$ cat src/sv/thw_pkg.sv
// ============================================================================
// thw_pkg
// Shared widths, tar layout constants, end codes and the result record type
// for the tar header walker.
// ============================================================================
package thw_pkg;

    // Archive layout
    localparam int BLOCK_BYTES = 512;
    localparam int BLOCK_BITS  = 9;
    localparam int NAME_BYTES  = 100;
    localparam int MODE_AT     = NAME_BYTES;
    localparam int SIZE_AT     = NAME_BYTES + 24;
    localparam int SUM_AT      = NAME_BYTES + 48;
    localparam int MODE_LEN    = 8;
    localparam int SIZE_LEN    = 12;
    localparam int SUM_LEN     = 8;

    // Field widths
    localparam int OFFSET_BITS = 34;
    localparam int INDEX_BITS  = 16;
    localparam int MODE_BITS   = 21;
    localparam int SIZE_BITS   = 33;
    localparam int SUM_BITS    = 21;
    localparam int SKIP_BITS   = 25;
    localparam int LIMIT_BITS  = 16;
    localparam int LIMIT_RESET = 64;

    // Stream widths
    localparam int IN_DATA_BITS  = 8;
    localparam int OUT_DATA_BITS = 128;
    localparam int OUT_USER_BITS = 3;

    // Configuration register indexes
    localparam logic REG_FILE_LIMIT = 1'b0;

    // End kinds
    localparam logic [1:0] END_NONE   = 2'd0;
    localparam logic [1:0] END_ZERO   = 2'd1;
    localparam logic [1:0] END_LIMIT  = 2'd2;
    localparam logic [1:0] END_STREAM = 2'd3;

    // One result record
    typedef struct packed {
        logic [1:0]             end_kind;
        logic                   record_valid;
        logic [SUM_BITS-1:0]    header_sum;
        logic [SIZE_BITS-1:0]   file_size;
        logic [MODE_BITS-1:0]   file_mode;
        logic [OFFSET_BITS-1:0] data_offset;
        logic [INDEX_BITS-1:0]  file_index;
    } t_thw_result;

    // Output queue status toward the front end
    typedef struct packed {
        logic [1:0] count;
        logic       pop;
    } t_thw_qstat;

endpackage

$ cat src/sv/thw_walker.sv
// ============================================================================
// thw_walker
// Walk state for the tar archive: block position, skip count, header octal
// field parsing and emission of at most one record or end result per byte.
// ============================================================================
module thw_walker
    import thw_pkg::*;
(
    input  logic                    i_clk,
    input  logic                    i_rst_n,
    input  logic                    i_valid,
    input  logic [7:0]              i_data_byte,
    input  logic                    i_last_byte,
    input  logic [LIMIT_BITS-1:0]   i_file_limit,
    output logic                    o_res_valid,
    output t_thw_result             o_res
);

    localparam logic [1:0] PH_HEADER = 2'd0;
    localparam logic [1:0] PH_SKIP   = 2'd1;
    localparam logic [1:0] PH_DONE   = 2'd2;

    localparam logic [BLOCK_BITS-1:0] LAST_IN_BLOCK = BLOCK_BITS'(BLOCK_BYTES - 1);

    logic [1:0]             r_phase,    n_phase;
    logic [BLOCK_BITS-1:0]  r_byte_pos, n_byte_pos;
    logic [SKIP_BITS-1:0]   r_skip,     n_skip;
    logic [OFFSET_BITS-1:0] r_offset,   n_offset;
    logic [INDEX_BITS-1:0]  r_files,    n_files;
    logic [MODE_BITS-1:0]   r_mode,     n_mode;
    logic [SIZE_BITS-1:0]   r_size,     n_size;
    logic [SUM_BITS-1:0]    r_sum,      n_sum;
    logic [2:0]             r_closed,   n_closed;

    logic                   running;
    logic                   first_byte;
    logic                   go;
    logic                   is_digit;
    logic [2:0]             digit;
    logic [MODE_BITS-1:0]   mode_eff;
    logic [SIZE_BITS-1:0]   size_eff;
    logic [SUM_BITS-1:0]    sum_eff;
    logic [2:0]             closed_eff;
    logic [SIZE_BITS:0]     size_round;
    logic [SKIP_BITS-1:0]   skip_blocks;
    logic [INDEX_BITS-1:0]  files_inc;
    logic [OFFSET_BITS-1:0] offset_inc;

    // Decode the byte and position
    always_comb begin
        running    = (r_phase == PH_HEADER) || (r_phase == PH_SKIP);
        first_byte = (r_byte_pos == '0);
        is_digit   = (i_data_byte >= 8'h30) && (i_data_byte <= 8'h37);
        digit      = i_data_byte[2:0];
        mode_eff   = first_byte ? '0 : r_mode;
        size_eff   = first_byte ? '0 : r_size;
        sum_eff    = first_byte ? '0 : r_sum;
        closed_eff = first_byte ? '0 : r_closed;
        files_inc  = r_files + INDEX_BITS'(1);
        offset_inc = r_offset + OFFSET_BITS'(1);
    end

    // Next state and result
    always_comb begin
        n_phase     = r_phase;
        n_byte_pos  = r_byte_pos;
        n_skip      = r_skip;
        n_offset    = r_offset;
        n_files     = r_files;
        n_mode      = r_mode;
        n_size      = r_size;
        n_sum       = r_sum;
        n_closed    = r_closed;
        o_res_valid = 1'b0;
        o_res       = '0;
        go          = 1'b0;
        size_round  = '0;
        skip_blocks = '0;

        if (i_valid) begin
            if (r_phase == PH_HEADER) begin
                go = 1'b1;
                // stop checks at the first byte of a header
                if (first_byte) begin
                    if (r_files >= i_file_limit) begin
                        o_res_valid     = 1'b1;
                        o_res.file_index = r_files;
                        o_res.end_kind  = END_LIMIT;
                        n_phase         = PH_DONE;
                        go              = 1'b0;
                    end else if (i_data_byte == 8'h00) begin
                        o_res_valid     = 1'b1;
                        o_res.file_index = r_files;
                        o_res.end_kind  = END_ZERO;
                        n_phase         = PH_DONE;
                        go              = 1'b0;
                    end
                end

                if (go) begin
                    n_mode   = mode_eff;
                    n_size   = size_eff;
                    n_sum    = sum_eff;
                    n_closed = closed_eff;

                    // shift octal digits in, close the field on anything else
                    if ((r_byte_pos >= BLOCK_BITS'(MODE_AT)) &&
                        (r_byte_pos <  BLOCK_BITS'(MODE_AT + MODE_LEN)) &&
                        !closed_eff[0]) begin
                        if (is_digit) n_mode = {mode_eff[MODE_BITS-4:0], digit};
                        else          n_closed[0] = 1'b1;
                    end
                    if ((r_byte_pos >= BLOCK_BITS'(SIZE_AT)) &&
                        (r_byte_pos <  BLOCK_BITS'(SIZE_AT + SIZE_LEN)) &&
                        !closed_eff[1]) begin
                        if (is_digit) n_size = {size_eff[SIZE_BITS-4:0], digit};
                        else          n_closed[1] = 1'b1;
                    end
                    if ((r_byte_pos >= BLOCK_BITS'(SUM_AT)) &&
                        (r_byte_pos <  BLOCK_BITS'(SUM_AT + SUM_LEN)) &&
                        !closed_eff[2]) begin
                        if (is_digit) n_sum = {sum_eff[SUM_BITS-4:0], digit};
                        else          n_closed[2] = 1'b1;
                    end

                    // header complete: emit the record and set up the skip
                    if (r_byte_pos == LAST_IN_BLOCK) begin
                        size_round  = {1'b0, n_size} + (SIZE_BITS+1)'(BLOCK_BYTES - 1);
                        skip_blocks = size_round[SIZE_BITS:BLOCK_BITS];
                        n_skip      = skip_blocks;
                        n_phase     = (skip_blocks != '0) ? PH_SKIP : PH_HEADER;
                        n_files     = files_inc;

                        o_res_valid       = 1'b1;
                        o_res.record_valid = 1'b1;
                        o_res.file_index  = r_files;
                        o_res.data_offset = offset_inc;
                        o_res.file_mode   = n_mode;
                        o_res.file_size   = n_size;
                        o_res.header_sum  = n_sum;
                        if (files_inc >= i_file_limit) begin
                            o_res.end_kind = END_LIMIT;
                            n_phase        = PH_DONE;
                        end else if (i_last_byte) begin
                            o_res.end_kind = END_STREAM;
                        end else begin
                            o_res.end_kind = END_NONE;
                        end
                    end
                    n_byte_pos = r_byte_pos + BLOCK_BITS'(1);
                end
            end else if (r_phase == PH_SKIP) begin
                // count down data blocks
                if (r_byte_pos == LAST_IN_BLOCK) begin
                    n_skip = r_skip - SKIP_BITS'(1);
                    if (n_skip == '0) n_phase = PH_HEADER;
                end
                n_byte_pos = r_byte_pos + BLOCK_BITS'(1);
            end

            if (running) n_offset = offset_inc;

            // stream end: report and restart the walk
            if (i_last_byte) begin
                if (running && !o_res_valid) begin
                    o_res_valid      = 1'b1;
                    o_res.file_index = r_files;
                    o_res.end_kind   = END_STREAM;
                end
                n_phase    = PH_HEADER;
                n_byte_pos = '0;
                n_skip     = '0;
                n_offset   = '0;
                n_files    = '0;
                n_mode     = '0;
                n_size     = '0;
                n_sum      = '0;
                n_closed   = '0;
            end
        end
    end

    // State registers
    always_ff @(posedge i_clk) begin
        if (!i_rst_n) begin
            r_phase    <= PH_HEADER;
            r_byte_pos <= '0;
            r_skip     <= '0;
            r_offset   <= '0;
            r_files    <= '0;
            r_mode     <= '0;
            r_size     <= '0;
            r_sum      <= '0;
            r_closed   <= '0;
        end else begin
            r_phase    <= n_phase;
            r_byte_pos <= n_byte_pos;
            r_skip     <= n_skip;
            r_offset   <= n_offset;
            r_files    <= n_files;
            r_mode     <= n_mode;
            r_size     <= n_size;
            r_sum      <= n_sum;
            r_closed   <= n_closed;
        end
    end

endmodule

$ cat src/sv/thw_out_queue.sv
// ============================================================================
// thw_out_queue
// Two-entry result queue that decouples the walker from a stalling receiver.
// ============================================================================
module thw_out_queue
    import thw_pkg::*;
(
    input  logic         i_clk,
    input  logic         i_rst_n,
    input  logic         i_push,
    input  t_thw_result  i_data,
    input  logic         i_ready,
    output logic         o_valid,
    output t_thw_result  o_data,
    output t_thw_qstat   o_stat
);

    t_thw_result r_mem [0:1];
    logic        r_wr_ptr;
    logic        r_rd_ptr;
    logic [1:0]  r_count;
    logic        pop;

    assign o_valid = (r_count != 2'd0);
    assign pop     = o_valid && i_ready;
    assign o_data  = r_mem[r_rd_ptr];

    assign o_stat.count = r_count;
    assign o_stat.pop   = pop;

    // Store pushed results
    always_ff @(posedge i_clk) begin
        if (i_push) r_mem[r_wr_ptr] <= i_data;
    end

    // Advance pointers and count
    always_ff @(posedge i_clk) begin
        if (!i_rst_n) begin
            r_wr_ptr <= 1'b0;
            r_rd_ptr <= 1'b0;
            r_count  <= 2'd0;
        end else begin
            if (i_push) r_wr_ptr <= ~r_wr_ptr;
            if (pop)    r_rd_ptr <= ~r_rd_ptr;
            r_count <= r_count + 2'(i_push) - 2'(pop);
        end
    end

endmodule

$ cat src/sv/tar_header_walker_unit.sv
// ============================================================================
// tar_header_walker_unit
// Streaming tar archive walker that emits one record per file header.
// ============================================================================
// Usage:
//   Archive bytes enter on the s_axis channel, one byte per beat, in order;
//   s_axis_tlast marks the final byte of the archive and restarts the walk.
//   Each header block yields a file record on m_axis; a zero header, the
//   file limit or the archive end yields an end result (tuser end kind).
//   The file limit register lies at APB address 0 and resets to 64; write
//   it only while no byte is in flight.
// Pipeline and throughput:
//   One byte per cycle while the result queue has room. A byte is registered
//   at its beat and walked in the next cycle; its result is written into the
//   result queue and offered on m_axis from there. The per-byte rate is set
//   by the single walk step: a block counter, an offset increment, an octal shift.
// Reset and stalls:
//   Synchronous reset restarts the walk at offset zero and empties the
//   two-entry result queue. When m_axis stalls, results wait in the queue
//   and s_axis_tready drops only once the queue would overflow.
// ============================================================================
module tar_header_walker_unit
    import thw_pkg::*;
(
    input  logic                      i_clk,
    input  logic                      i_rst_n,
    // s_axis_tdata: [7:0] data_byte
    input  logic                      s_axis_tvalid,
    output logic                      s_axis_tready,
    input  logic [IN_DATA_BITS-1:0]   s_axis_tdata,
    input  logic                      s_axis_tlast,
    // m_axis_tdata: [15:0] file_index, [49:16] data_offset, [70:50] file_mode,
    //               [103:71] file_size, [124:104] header_sum, [127:125] zero
    output logic                      m_axis_tvalid,
    input  logic                      m_axis_tready,
    output logic [OUT_DATA_BITS-1:0]  m_axis_tdata,
    // m_axis_tuser: [0] record_valid, [2:1] end_kind
    output logic [OUT_USER_BITS-1:0]  m_axis_tuser,
    input  logic                      psel,
    input  logic                      penable,
    input  logic                      pwrite,
    input  logic [2:0]                paddr,
    input  logic [31:0]               pwdata,
    output logic [31:0]               prdata,
    output logic                      pready
);

    logic                  r_in_valid;
    logic [7:0]            r_in_byte;
    logic                  r_in_last;
    logic [LIMIT_BITS-1:0] r_file_limit;

    logic                  res_valid;
    t_thw_result           res;
    t_thw_result           q_data;
    t_thw_qstat            q_stat;
    logic [2:0]            q_load;
    logic                  in_beat;

    // Configuration register
    assign pready = 1'b1;
    assign prdata = (paddr[2] == REG_FILE_LIMIT) ? {16'd0, r_file_limit} : 32'd0;

    always_ff @(posedge i_clk) begin
        if (!i_rst_n) begin
            r_file_limit <= LIMIT_BITS'(LIMIT_RESET);
        end else if (psel && penable && pwrite && pready &&
                     (paddr[2] == REG_FILE_LIMIT)) begin
            r_file_limit <= pwdata[LIMIT_BITS-1:0];
        end
    end

    // Accept a beat only when the queue keeps room for the byte in flight
    assign q_load        = 3'(q_stat.count) + 3'(r_in_valid);
    assign s_axis_tready = (q_load <= 3'(q_stat.pop) + 3'd1);
    assign in_beat       = s_axis_tvalid && s_axis_tready;

    // Input register
    always_ff @(posedge i_clk) begin
        if (!i_rst_n) begin
            r_in_valid <= 1'b0;
        end else begin
            r_in_valid <= in_beat;
        end
    end

    always_ff @(posedge i_clk) begin
        if (in_beat) begin
            r_in_byte <= s_axis_tdata;
            r_in_last <= s_axis_tlast;
        end
    end

    thw_walker u_walker (
        .i_clk        (i_clk),
        .i_rst_n      (i_rst_n),
        .i_valid      (r_in_valid),
        .i_data_byte  (r_in_byte),
        .i_last_byte  (r_in_last),
        .i_file_limit (r_file_limit),
        .o_res_valid  (res_valid),
        .o_res        (res)
    );

    thw_out_queue u_queue (
        .i_clk   (i_clk),
        .i_rst_n (i_rst_n),
        .i_push  (res_valid),
        .i_data  (res),
        .i_ready (m_axis_tready),
        .o_valid (m_axis_tvalid),
        .o_data  (q_data),
        .o_stat  (q_stat)
    );

    // Pack the output beat
    assign m_axis_tdata = {3'd0, q_data.header_sum, q_data.file_size, q_data.file_mode,
                           q_data.data_offset, q_data.file_index};
    assign m_axis_tuser = {q_data.end_kind, q_data.record_valid};

endmodule

$ cat config.mk
export PLATFORM = sky130hd
export DESIGN_NAME = tar_header_walker_unit
export DESIGN_NICKNAME = d
export VERILOG_FILES = /design/src/sv/thw_pkg.sv /design/src/sv/thw_walker.sv /design/src/sv/thw_out_queue.sv /design/src/sv/tar_header_walker_unit.sv
export SDC_FILE = /design/constraint.sdc
export NUM_CORES = 1
export LEC_CHECK = 0
export BUFFER_PORTS_ARGS = -buffer_cell sky130_fd_sc_hd__buf_4
export CELL_PAD_IN_SITES_DETAIL_PLACEMENT = 0
export CELL_PAD_IN_SITES_GLOBAL_PLACEMENT = 1
export CORE_MARGIN = 5
export CORE_UTILIZATION = 26
export DETAILED_ROUTE_END_ITERATION = 12
export PLACE_DENSITY_LB_ADDON = 0.1
export REMOVE_ABC_BUFFERS = 1
export SLEW_MARGIN = 20
export SYNTH_ARGS = -nofsm -noshare
export SYNTH_HDL_FRONTEND = slang
export SYNTH_HIERARCHICAL = 1
export SYNTH_SLANG_ARGS = --single-unit
$ cat constraint.sdc
create_clock -name i_clk -period 9.7 [get_ports i_clk]
set_input_delay 1.94 -clock i_clk [delete_from_list [all_inputs] [get_ports i_clk]]
set_output_delay 1.94 -clock i_clk [all_outputs]
set_load 0.02 [all_outputs]
### Yosys cells after proc, flatten, opt, wreduce, memory -nomap -nowiden

Memory sizes are Yosys's and may differ from the RTL's. A register that Yosys moved wholly into a read port is not among the register bits.
Cells that the tools add are included.
W data, S select, Z words.

* reductions and logical operators: 37
* $lt $le $gt $ge: 11
* bitwise logic cells: 3
* shift operators: 0
* div/mod/pow operators: 0
* mux-type cells: 95
* equal/unequal tests: 3
* multipliers: 0
* add/subtract/negate cells: 9

Operator list (count)
* $mux W128: 4
* $mux W33: 9
* $mux W21: 12
* $mux W16: 10
* $mux W25: 6
* $mux W34: 2
* $mux W9: 4
* $add A33 B9 Y34 const B: 1
* $add A34 B1 Y34 const B: 1
* $mux W2: 17
* $ge A16 B16 Y1: 2
* $mux W1: 27
* $logic_not A25 Y1: 1
* $reduce_bool A25 Y1: 1
* $sub A25 B1 Y25 const B: 1
* $ge A9 B7 Y1 const B: 2
* $lt A9 B8 Y1 const B: 2
* $add A16 B1 Y16 const B: 1
* $logic_and A1 B1 Y1: 13
* $mux W3: 4
* $reduce_and A4 Y1: 3
* $reduce_bool A2 Y1: 5
* $add A9 B1 Y9 const B: 1
* $eq A9 B9 Y1 const B: 1
* 20 further kinds: 28

* memories: 1
* logic and storage cells: 175
* bits in read-only memories: 0
* memory bits (writable): 256
* flip-flop bits (word level): 194
* bits in latches: 0
* input port bits: 51

Memory list
* u_queue.r_mem: words 2, width 128, rd ports 1, clocked after memory_dff 1, wr ports 1, RTL line thw_out_queue.sv:18 `t_thw_result r_mem [0:1];`

### Logic depth before layout (Yosys ltp)

Gate-level depths: netlist (run 1).

* depth in word-level cells: 17
* gate-level depth with buffers: 16
* gate-level depth less buffers: 16

### Modules after synthesis

Netlist (run 1), hierarchy kept.

By module, submodules not included
* thw_walker: times used 1, area an instance 11439.7 µm², cells each 1542
* thw_out_queue: times used 1, area an instance 9551.7 µm², cells each 421
* tar_header_walker_unit: times used 1, area an instance 1347.5 µm², cells each 134

### Least setup slack after synthesis (run 1)

No wires, ideal clock.

* kind: register to register
* start point: register u_walker.r_byte_pos[0]
* end point: memory u_queue/r_mem[0][0] in the netlist's numbering, enable pin
* period minus slack after synthesis: 9020 ps
* slack: 680 ps
* stages on the path, launching flop included: 11
* library setup time: 632 ps
* path buffers: 2
* arrival: 8387 ps
* cell sequence: dfxtp_1 -> inv_1 -> ha_1 -> or4b_2 -> or2_2 -> clkbuf_1 -> a21oi_1 -> o21ai_0 -> a21oi_1 -> clkbuf_1 -> nor2b_1

* longest elaborated chain between the ends: 14

Ends and longest elaborated chain
* start, declared: RTL line thw_walker.sv:26 `logic [BLOCK_BITS-1:0] r_byte_pos, n_byte_pos;`
* start signal, assigned: RTL line thw_walker.sv:197 `r_byte_pos <= n_byte_pos;`
* $logic_not A9 Y1: RTL line thw_walker.sv:52 `first_byte = (r_byte_pos == '0);`
* $mux W1: RTL line thw_walker.sv:84 `if (first_byte) begin`
* $mux W1: RTL line thw_walker.sv:81 `if (r_phase == PH_HEADER) begin`
* $mux W1: RTL line thw_walker.sv:80 `if (i_valid) begin`
* $mux W1 *: RTL line thw_walker.sv:100 `if (go) begin`
* $mux W1 *: RTL line thw_walker.sv:81
* $mux W1 *: RTL line thw_walker.sv:80
* $logic_not A1 Y1: RTL line thw_walker.sv:165 `if (running && !o_res_valid) begin`
* $logic_and A1 B1 Y1: RTL line thw_walker.sv:165
* $mux W1: RTL line thw_walker.sv:165
* $mux W1 *: RTL line thw_walker.sv:164 `if (i_last_byte) begin`
* $mux W1 *: RTL line thw_walker.sv:80
* via res_valid: RTL line tar_header_walker_unit.sv:53 `logic res_valid;`
* $mux W1 *: RTL line thw_out_queue.sv:33 `if (i_push) r_mem[r_wr_ptr] <= i_data;`
* $mux W1 (implied by the code) *: RTL line thw_out_queue.sv:33
* end, declared: RTL line thw_out_queue.sv:18

The timed path passes the listed nets; every way through them passes the cells marked *. The select of a mux whose other input is x is not followed.

==> results by stage, run 1 <==
Status:
- The flow ran to the end, and the final reports show no timing, DRC or antenna violations.

Clock tree:
- The cell at the root of the clock tree is sky130_fd_sc_hd__clkbuf_16.
- The clock-pin slew on the worst setup and hold paths is 0.06 ns.
- The total setup buffers inserted after CTS is 0.
- Counting the buffers created by CTS gives 53.
- The clock net in this run drives a total of 451 sinks.
- The clock insertion delay at the later pin of the skew report is 0.60 ns.
- TritonCTS built the clock tree.
- In this run, post-CTS hold repair placed 0 buffers.
- The CTS H-tree depth is 2.
- The number of buffers between clock root and the deepest sink is 3.
- The post-cts repair resize count is 0.

Synth:
- The number of flops mapped to enable cells by yosys is approximately 270.
- The share of the yosys chip area belonging to registers is between 50% and 60%.
- Each instance of the synthesized netlist takes up on average approximately 11 sq um.
- The synthesized netlist occupies a cell area of 22300 sq um.
- The flip-flop and latch count after synthesis is between 400 and 500.
- Of all flip-flops after synthesis, the portion carrying an async set or reset was 0%.
- The Yosys step of the flow raised 6 warnings.
- The number of instances in the synthesized netlist is about 2100.
- The netlist uses 80 different library cells.
- The most common flop cell mapped by yosys is sky130_fd_sc_hd__edfxtp_1.

Drt:
- The routed length per placed instance is 19.0 microns.
- In the routed design, unresolved DRC markers number 0.
- The number of DRC markers after the initial detailed-route iteration is about 900.
- The total wire length is between 60000 and 70000 microns.
- The detail route stage leaves a number of antenna-violating nets equal to 0.
- The number of iterations in the first detailed-routing pass is 5.
- The detailed router placed 16000 vias in this run.
- Using the TritonRoute via totals, the vias-per-cell ratio works out to 4.69.

Pwr:
- The maximum VDD drop is 0.154 mV.
- The internal power summed over all cells is 0.00394 W.
- The net switching power figure is approximately 0.0018 W.
- The share of power burned in registers is 40.0%.
- The part of the power in combinational logic is 25.8%.
- The power after layout is 0.00577 W.
- The static leakage is 8.98 nW.
- Of the total power, the share spent switching nets is 31.7%.
- The total power per unit cell area is 219 nW/um^2.
- The power share of the clock group is 34.2%.

Global routing:
- The first global-routing pass estimated 99500 microns of wire.
- The initial antenna violation count is 3.
- Global routing finished with a remaining overflow of 0.
- The overall routing resource usage is between 10% and 20%.
- Entering global routing, the biggest net connects between 100 and 150 pins.
- The via count of the first global-routing pass is 16100.

Placed design:
- The quantity of I/O buffers inserted on ports is 178.
- The final weighted congestion of routability-driven global placement is 0.788.
- The number of placed cells counting well taps is roughly 3300.
- The wire-length estimate of the detail-placed layout is 42600 microns.

STA:
- At the pin with the least slew margin, the transition time is 1.03 ns.
- The clock period minus worst slack is 5.47 ns.
- Across the routed clock network, the largest skew measured is 0.0180 ns.
- Of the available clock period, the critical path in the final layout requires 56.4%.
- The sum of negative setup slack is 0 ns.
- The number of pins with negative max-slew slack in the final report came to 0.
- Setup repair after global routing left no endpoint under its margin.
- Timing would allow up to 183 MHz.
- The total count of hold-check failures in the final report is 0.
- The normalized max-slew margin is between 30% and 40%.
- Setup violations remaining at the end of the flow were counted as 0.

Floorplanning:
- In this run the core area contains 107 standard-cell rows.
- Once the floorplan was initialized, standard cells occupied a little over a quarter of the core.
- The floorplan die area is 91900 sq um.
- The core box area is 85300 sq um.
- The floorplan step set the die width to 303 microns.
- For this design the top-level I/O count stands at 217.
- The floorplan step set the die height to approximately 300 microns.

Finish:
- The layout overhead on the synthesized area is 18.1%.
- The count of cells in the finished layout, fillers not included, comes to roughly 3400.
- The count of fill cells added during filler insertion is a little under 9000.
- The number of nets in the finished design is between 2000 and 2500.
- In the layout the commonest cells are sky130_fd_sc_hd__edfxtp_1 (265), sky130_fd_sc_hd__nand2_1 (219), sky130_fd_sc_hd__buf_4 (200).
- The commonest non-fill, non-tap cell in the layout is sky130_fd_sc_hd__edfxtp_1.
- Cells with a size suffix above 1 make up 20.3% of the layout.

Critical path:
- The last element of the critical path is s_axis_tready.
- The endpoint class of the critical path is an output port.
- The number of cells on the worst reg-to-reg path is 10.
- STA puts the critical path data required time at around 7.8 ns.
- The data arrival time of the critical path is between 3 and 4 ns.
- The worst setup path startpoint is m_axis_tready.
- The flop-to-flop setup slack is 4.56 ns.
- The startpoint type of the worst setup path is an input port.
- In this run the critical register-to-register path is captured at u_queue/r_mem[0][100].
- The maximum fanout along the worst path is 5.
- The worst flop-to-flop path startpoint is u_walker/r_byte_pos[0].
- The setup path with the least slack is of type input port to output port.

Worst hold path:
- The path category of the worst min-delay check is flip-flop to flip-flop.
- The cell depth of the worst hold path is 2.

Run:
- Across the run, the number of max-cap violations was 0.
## registers in the layout, summed over array words and instances (netlist names), 2 cells and up, named ones only
| name | cells |
|---|---|
| r_in_byte | 8 |
| u_walker/r_closed | 3 |
| u_walker/r_files | 16 |
| u_walker/r_size | 33 |
| u_walker/r_skip | 25 |
| u_walker/r_sum | 21 |
| u_walker/r_phase | 2 |
| u_walker/r_offset | 34 |
| u_walker/r_byte_pos | 9 |
| u_queue/r_count | 2 |
| u_queue/r_mem | 256 |
| r_file_limit | 16 |
| u_walker/r_mode | 21 |
## power groups by stage
stage	clock network (W)	logic [W]	registers, W
floorplan	0	0.000832	0.00238
detailed placement	0	0.00154	0.00235
global route	0.00214	0.00161	0.00233
finish	0.00197	0.00149	0.00231
global placement	0	0.00154	0.00235
CTS	0.00206	0.00155	0.00231
## metal layers
layer	part of all wire (%)	track usage, %	routed length (microns)	vias up
met5	0	0	0	-
met1	47	18.5	30200	7794
li1	-	-	-	7837
met2	48	23.3	30900	301
met4	2.0	3.31	1280	0
met3	4.0	2.29	2580	81
## worst max-delay path, stage by stage
cell and delay [ns]:
sky130_fd_sc_hd__buf_4 0.11, sky130_fd_sc_hd__o21a_1 0.19, sky130_fd_sc_hd__fa_1 0.56, sky130_fd_sc_hd__or3_1 0.39, sky130_fd_sc_hd__a22o_1 0.19, sky130_fd_sc_hd__buf_4 0.15
## stage by stage
stage               area [sq um]  utilization, %  hold slack [ns]  worst slack (ns)
finish                     26400            30.9            0.470              4.23
global route               26400            30.9            0.488              4.15
CTS                        26400            30.9            0.462              4.23
detailed placement         24600            28.9            0.464              4.24
global placement           24600            28.9            0.455              4.24
floorplan                  21600               -            0.443             0.155
## worst min-delay path by stage
stage                       startpoint            endpoint  slack [ns]
floorplan             r_file_limit[11]    r_file_limit[11]        0.44
global placement      u_queue/r_rd_ptr           flip-flop        0.46
detailed placement  u_walker/r_sum[20]  u_walker/r_sum[20]        0.46
CTS                   u_queue/r_rd_ptr           flip-flop        0.46
global route        u_walker/r_sum[20]  u_walker/r_sum[20]        0.49
finish                u_queue/r_rd_ptr           flip-flop        0.47
## Yosys cell counts (40+ instances only)
library cell | number | area (sq um)
sky130_fd_sc_hd__edfxtp_1 | 265 | 7960
sky130_fd_sc_hd__a22o_1 | 45 | 394
sky130_fd_sc_hd__dfxtp_1 | 186 | 3720
sky130_fd_sc_hd__nand3_1 | 54 | 270
sky130_fd_sc_hd__nand2_1 | 220 | 826
sky130_fd_sc_hd__o21ai_0 | 85 | 425
sky130_fd_sc_hd__xnor2_1 | 40 | 350
sky130_fd_sc_hd__xor2_1 | 44 | 385
sky130_fd_sc_hd__nor3_1 | 60 | 300
sky130_fd_sc_hd__and3_1 | 41 | 257
sky130_fd_sc_hd__nor2b_1 | 60 | 375
sky130_fd_sc_hd__clkbuf_1 | 93 | 349
sky130_fd_sc_hd__ha_1 | 44 | 551
sky130_fd_sc_hd__a21boi_0 | 42 | 315
sky130_fd_sc_hd__nor2_1 | 146 | 548
sky130_fd_sc_hd__mux2_2 | 130 | 1460
sky130_fd_sc_hd__a21oi_1 | 103 | 515
## final cells by class
class / count / area (sq um) / area share (%)
Clock inverter: 26 / 262 / 0.991
Multi-Input combinational cell: 1474 / 9850 / 37.3
Clock buffer: 73 / 1460 / 5.55
Sequential cell: 451 / 11700 / 44.3
Inverter: 39 / 146 / 0.555
Timing Repair Buffer: 202 / 1540 / 5.83
Tap cell: 1144 / 1430 / 5.43
Antenna cell: 2 / 5.00 / 0.0190
## cells by family (layout without fill, tap and decap cells)
logic type               after synthesis  in the layout  share of synthesized area, %
AO/OA/AOI/OAI                        425            425                          12.8
multiplexers                         167            167                          8.21
XOR/XNOR                              85             85                          3.39
flip-flops                           451            451                          52.3
other                                  2             22                        0.0336
AND/OR/NAND/NOR                      732            732                          16.4
buffers and inverters                190            340                          4.32
adder cells (fa/ha/maj)               45             45                          2.55
Power figures use the tool's default switching activity.
==> run 2, diff against run 1 <==
- clock period: 9.7 -> 5.4 ns (I/O delays scaled with it)
==> run 2 against run 1 <==
Critical path depth up 9. Core utilization up 0.20 points. Clock-buffer cell count up 6. Die area unchanged. Via count up 1.1%.
==> results by stage, run 2 (synthesis results as in run 1) <==
Status:
- The flow ran to the end, and the final reports show no timing, DRC or antenna violations.

Worst hold path:
- The worst hold path terminates at r_file_limit[8].
- The path category of the worst min-delay check is flip-flop to flip-flop.
- The cell depth of the worst hold path is 2.
- The startpoint identified for the worst hold timing path is r_file_limit[8].

Floorplanning:
- The floorplan has between 100 and 150 rows.
- The die is 303 microns wide.
- The floorplan step defined a core boundary enclosing between 80000 and 90000 sq um.
- The floorplan die area is 91900 sq um.
- The count of pins on the block boundary is ~220.
- The height of the chip is 303 microns.
- Once the floorplan was initialized, standard cells occupied roughly a quarter of the core.

Global routing:
- The first global-routing pass estimated 101000 microns of wire.
- The overall routing resource usage is 14.1%.
- The initial antenna violation count is 3.
- The via count of the first global-routing pass was ~16000.
- The total overflow left after global routing is 0.
- The pin count of the biggest net entering global routing is approximately 110.

STA:
- The number of pins with negative max-slew slack in the final report is 0.
- The upper clock frequency limit is 223 MHz.
- The clock period minus worst slack is 4.49 ns.
- The worst clock skew is 0.0200 ns.
- The total count of hold-check failures in the final report is 0.
- The final worst-path cycle share is 83.2%.
- Setup repair after global routing left no endpoint under its margin.
- At the pin with the least slew margin, the transition time is approximately 1.0 ns.
- Setup violations remaining at the end of the flow were counted as 0.
- In this run the tightest slew margin relative to its limit is 29.6%.
- Adding up every negative setup slack in the final design gives 0 ns.

Pwr:
- The static leakage is 9.08 nW.
- The total power per unit cell area is 391 nW/um^2.
- The maximum VDD drop is roughly 0.27 mV.

Clock tree:
- TritonCTS built the clock tree.
- The clock passes through at most 3 buffers.
- The number of gates resized after CTS was 0.
- The H-tree was split into 2 levels.
- Once the clock tree was built, the setup fixing pass inserted 0 buffers.
- The clock net in this run drives a total of 451 sinks.
- After clock tree synthesis, the clock-pin slew on the worst setup and hold paths is 0.06 ns.
- TritonCTS created 53 clock buffers.
- The clock insertion delay at the later pin of the skew report is 0.61 ns.
- The total of hold buffers inserted after clock tree synthesis is 0.
- The tree is rooted in a sky130_fd_sc_hd__clkbuf_16.

Critical path:
- The data required time at the worst endpoint is 5.92 ns.
- The worst setup path is captured at a flip-flop.
- Counting cells, the worst reg-to-reg path comes to 15.
- The data arrival time of the critical path is 5.01 ns.
- The critical path start-end classification is flip-flop to flip-flop.
- The worst setup path is launched from a flip-flop.
- In this run the worst path has a maximum fanout of 7.
- The startpoint identified for the worst register-to-register timing path is u_walker/r_files[0].
- The flop-to-flop setup slack is just over 0.9 ns.
- In this run the critical register-to-register path is captured at u_walker/r_phase[0].

Drt:
- The final routed DRC violation total is 0.
- The count of nets left with antenna violations once routing finished came out at 0.
- In this run, the number of DRC markers left after iteration 0 of detailed routing was 942.
- The detailed-route via count is 16200.
- In the final routed layout, each cell accounts on average for 19.2 microns.
- The number of iterations in the first detailed-routing pass is 5.
- The total wire length is 65900 microns.
- Using the TritonRoute via totals, the vias-per-cell ratio works out to between 4 and 5.

Finish:
- The number of antenna diodes in the final layout is 0.
- The cell area after layout is ~27000 sq um.
- The register with the highest flop count is u_queue/r_mem.
- The number of flip-flops under the largest register name is 256.
- Compared with the post-synthesis result, the final layout area differs by 18.8%.
- The commonest non-fill, non-tap cell in the layout is sky130_fd_sc_hd__edfxtp_1.
- The library cells used most frequently in the layout, excluding fill and tap cells, are sky130_fd_sc_hd__edfxtp_1 (265), sky130_fd_sc_hd__nand2_1 (219), sky130_fd_sc_hd__buf_4 (209).
- For this run, the post-layout net count is around 2300.
- At the end of the flow the core is filled with cells to 31.1%.
- The fraction of final layout cells sized beyond drive strength 1 is slightly above 20%.
- The largest registers in the layout are u_queue/r_mem (256), u_walker/r_offset (34), u_walker/r_size (33).

Placed design:
- The quantity of I/O buffers inserted on ports is 178.
- After detailed placement, the total cell area comes to 24900 sq um.
- Routability-driven placement finished with a final weighted congestion of 0.820.
- The detailed placement HPWL is 44400 microns.

Run:
- Max-cap violations in this run came to 0.
run 2: cell count changes in the layout (fill, tap and decap cells not counted), sizes merged:
cell and change:
clkinv -4, clkbuf +6, clkinvlp -2, bufinv -1, buf +16, diode -2, inv +2
run 2: how the worst max path moves through the flow:
stage                                endpoint                   start  depth (start not counted)  slack, ns
after global placement    u_walker/r_phase[0]     u_walker/r_files[0]                         15       1.03
after global routing      u_walker/r_phase[0]     u_walker/r_files[0]                         16       0.67
after CTS                 u_walker/r_phase[0]     u_walker/r_files[0]                         15       0.93
after detailed placement  u_walker/r_phase[0]     u_walker/r_files[0]                         15       0.94
after floorplan           u_queue/r_mem[0][0]  u_walker/r_byte_pos[0]                          8      -4.14
final                     u_walker/r_phase[0]     u_walker/r_files[0]                         15       0.91
run 2: routing by layer:
metal  global-route usage (%)  vias up  wire [microns]
met5                        0        -               0
met4                     2.87        0            1170
met3                     2.44       75            2990
met2                     23.6      328           31200
li1                         -     7863               -
met1                     19.2     7927           30500
run 2: metrics by stage:
step	worst slack (ns)	hold WS [ns]	total power (W)	std cells
after detailed placement	0.943	0.464	0.00705	3326
final	0.907	0.475	0.0104	3426
after CTS	0.930	0.474	0.0106	3426
after global routing	0.666	0.498	0.0109	3426
after floorplan	-4.14	0.443	0.00577	1964
after global placement	1.03	0.458	0.00704	3326
run 2: report_power, final:
part           total, W  switching [W]  internal [W]  leakage (nW)
combinational   0.00271        0.00166       0.00105          4.48
sequential      0.00417       0.000188       0.00399          3.78
clock           0.00349        0.00145       0.00204         0.824
total            0.0104        0.00330       0.00708          9.08
run 2: cell type report:
cell class	count	area, sq um
Fill cell	8868	58700
Sequential cell	451	11700
Multi-Input combinational cell	1474	9850
Timing Repair Buffer	218	1750
Clock buffer	79	1480
Tap cell	1144	1430
Clock inverter	21	198
Inverter	39	146
run 2: critical path: stages, from the launching register on:
cell,delay (ns)
sky130_fd_sc_hd__dfxtp_1,0.47
sky130_fd_sc_hd__ha_1,0.27
sky130_fd_sc_hd__and3_1,0.25
sky130_fd_sc_hd__and3_1,0.25
sky130_fd_sc_hd__and3_1,0.25
sky130_fd_sc_hd__and3_1,0.24
sky130_fd_sc_hd__and3_1,0.29
sky130_fd_sc_hd__nand3_1,0.12
sky130_fd_sc_hd__xnor2_1,0.24
sky130_fd_sc_hd__ha_1,0.29
sky130_fd_sc_hd__a21o_1,0.17
sky130_fd_sc_hd__a2111oi_0,0.46
sky130_fd_sc_hd__o41ai_1,0.30
sky130_fd_sc_hd__nor4_1,0.50
sky130_fd_sc_hd__o21ai_0,0.14
sky130_fd_sc_hd__a41oi_1,0.18
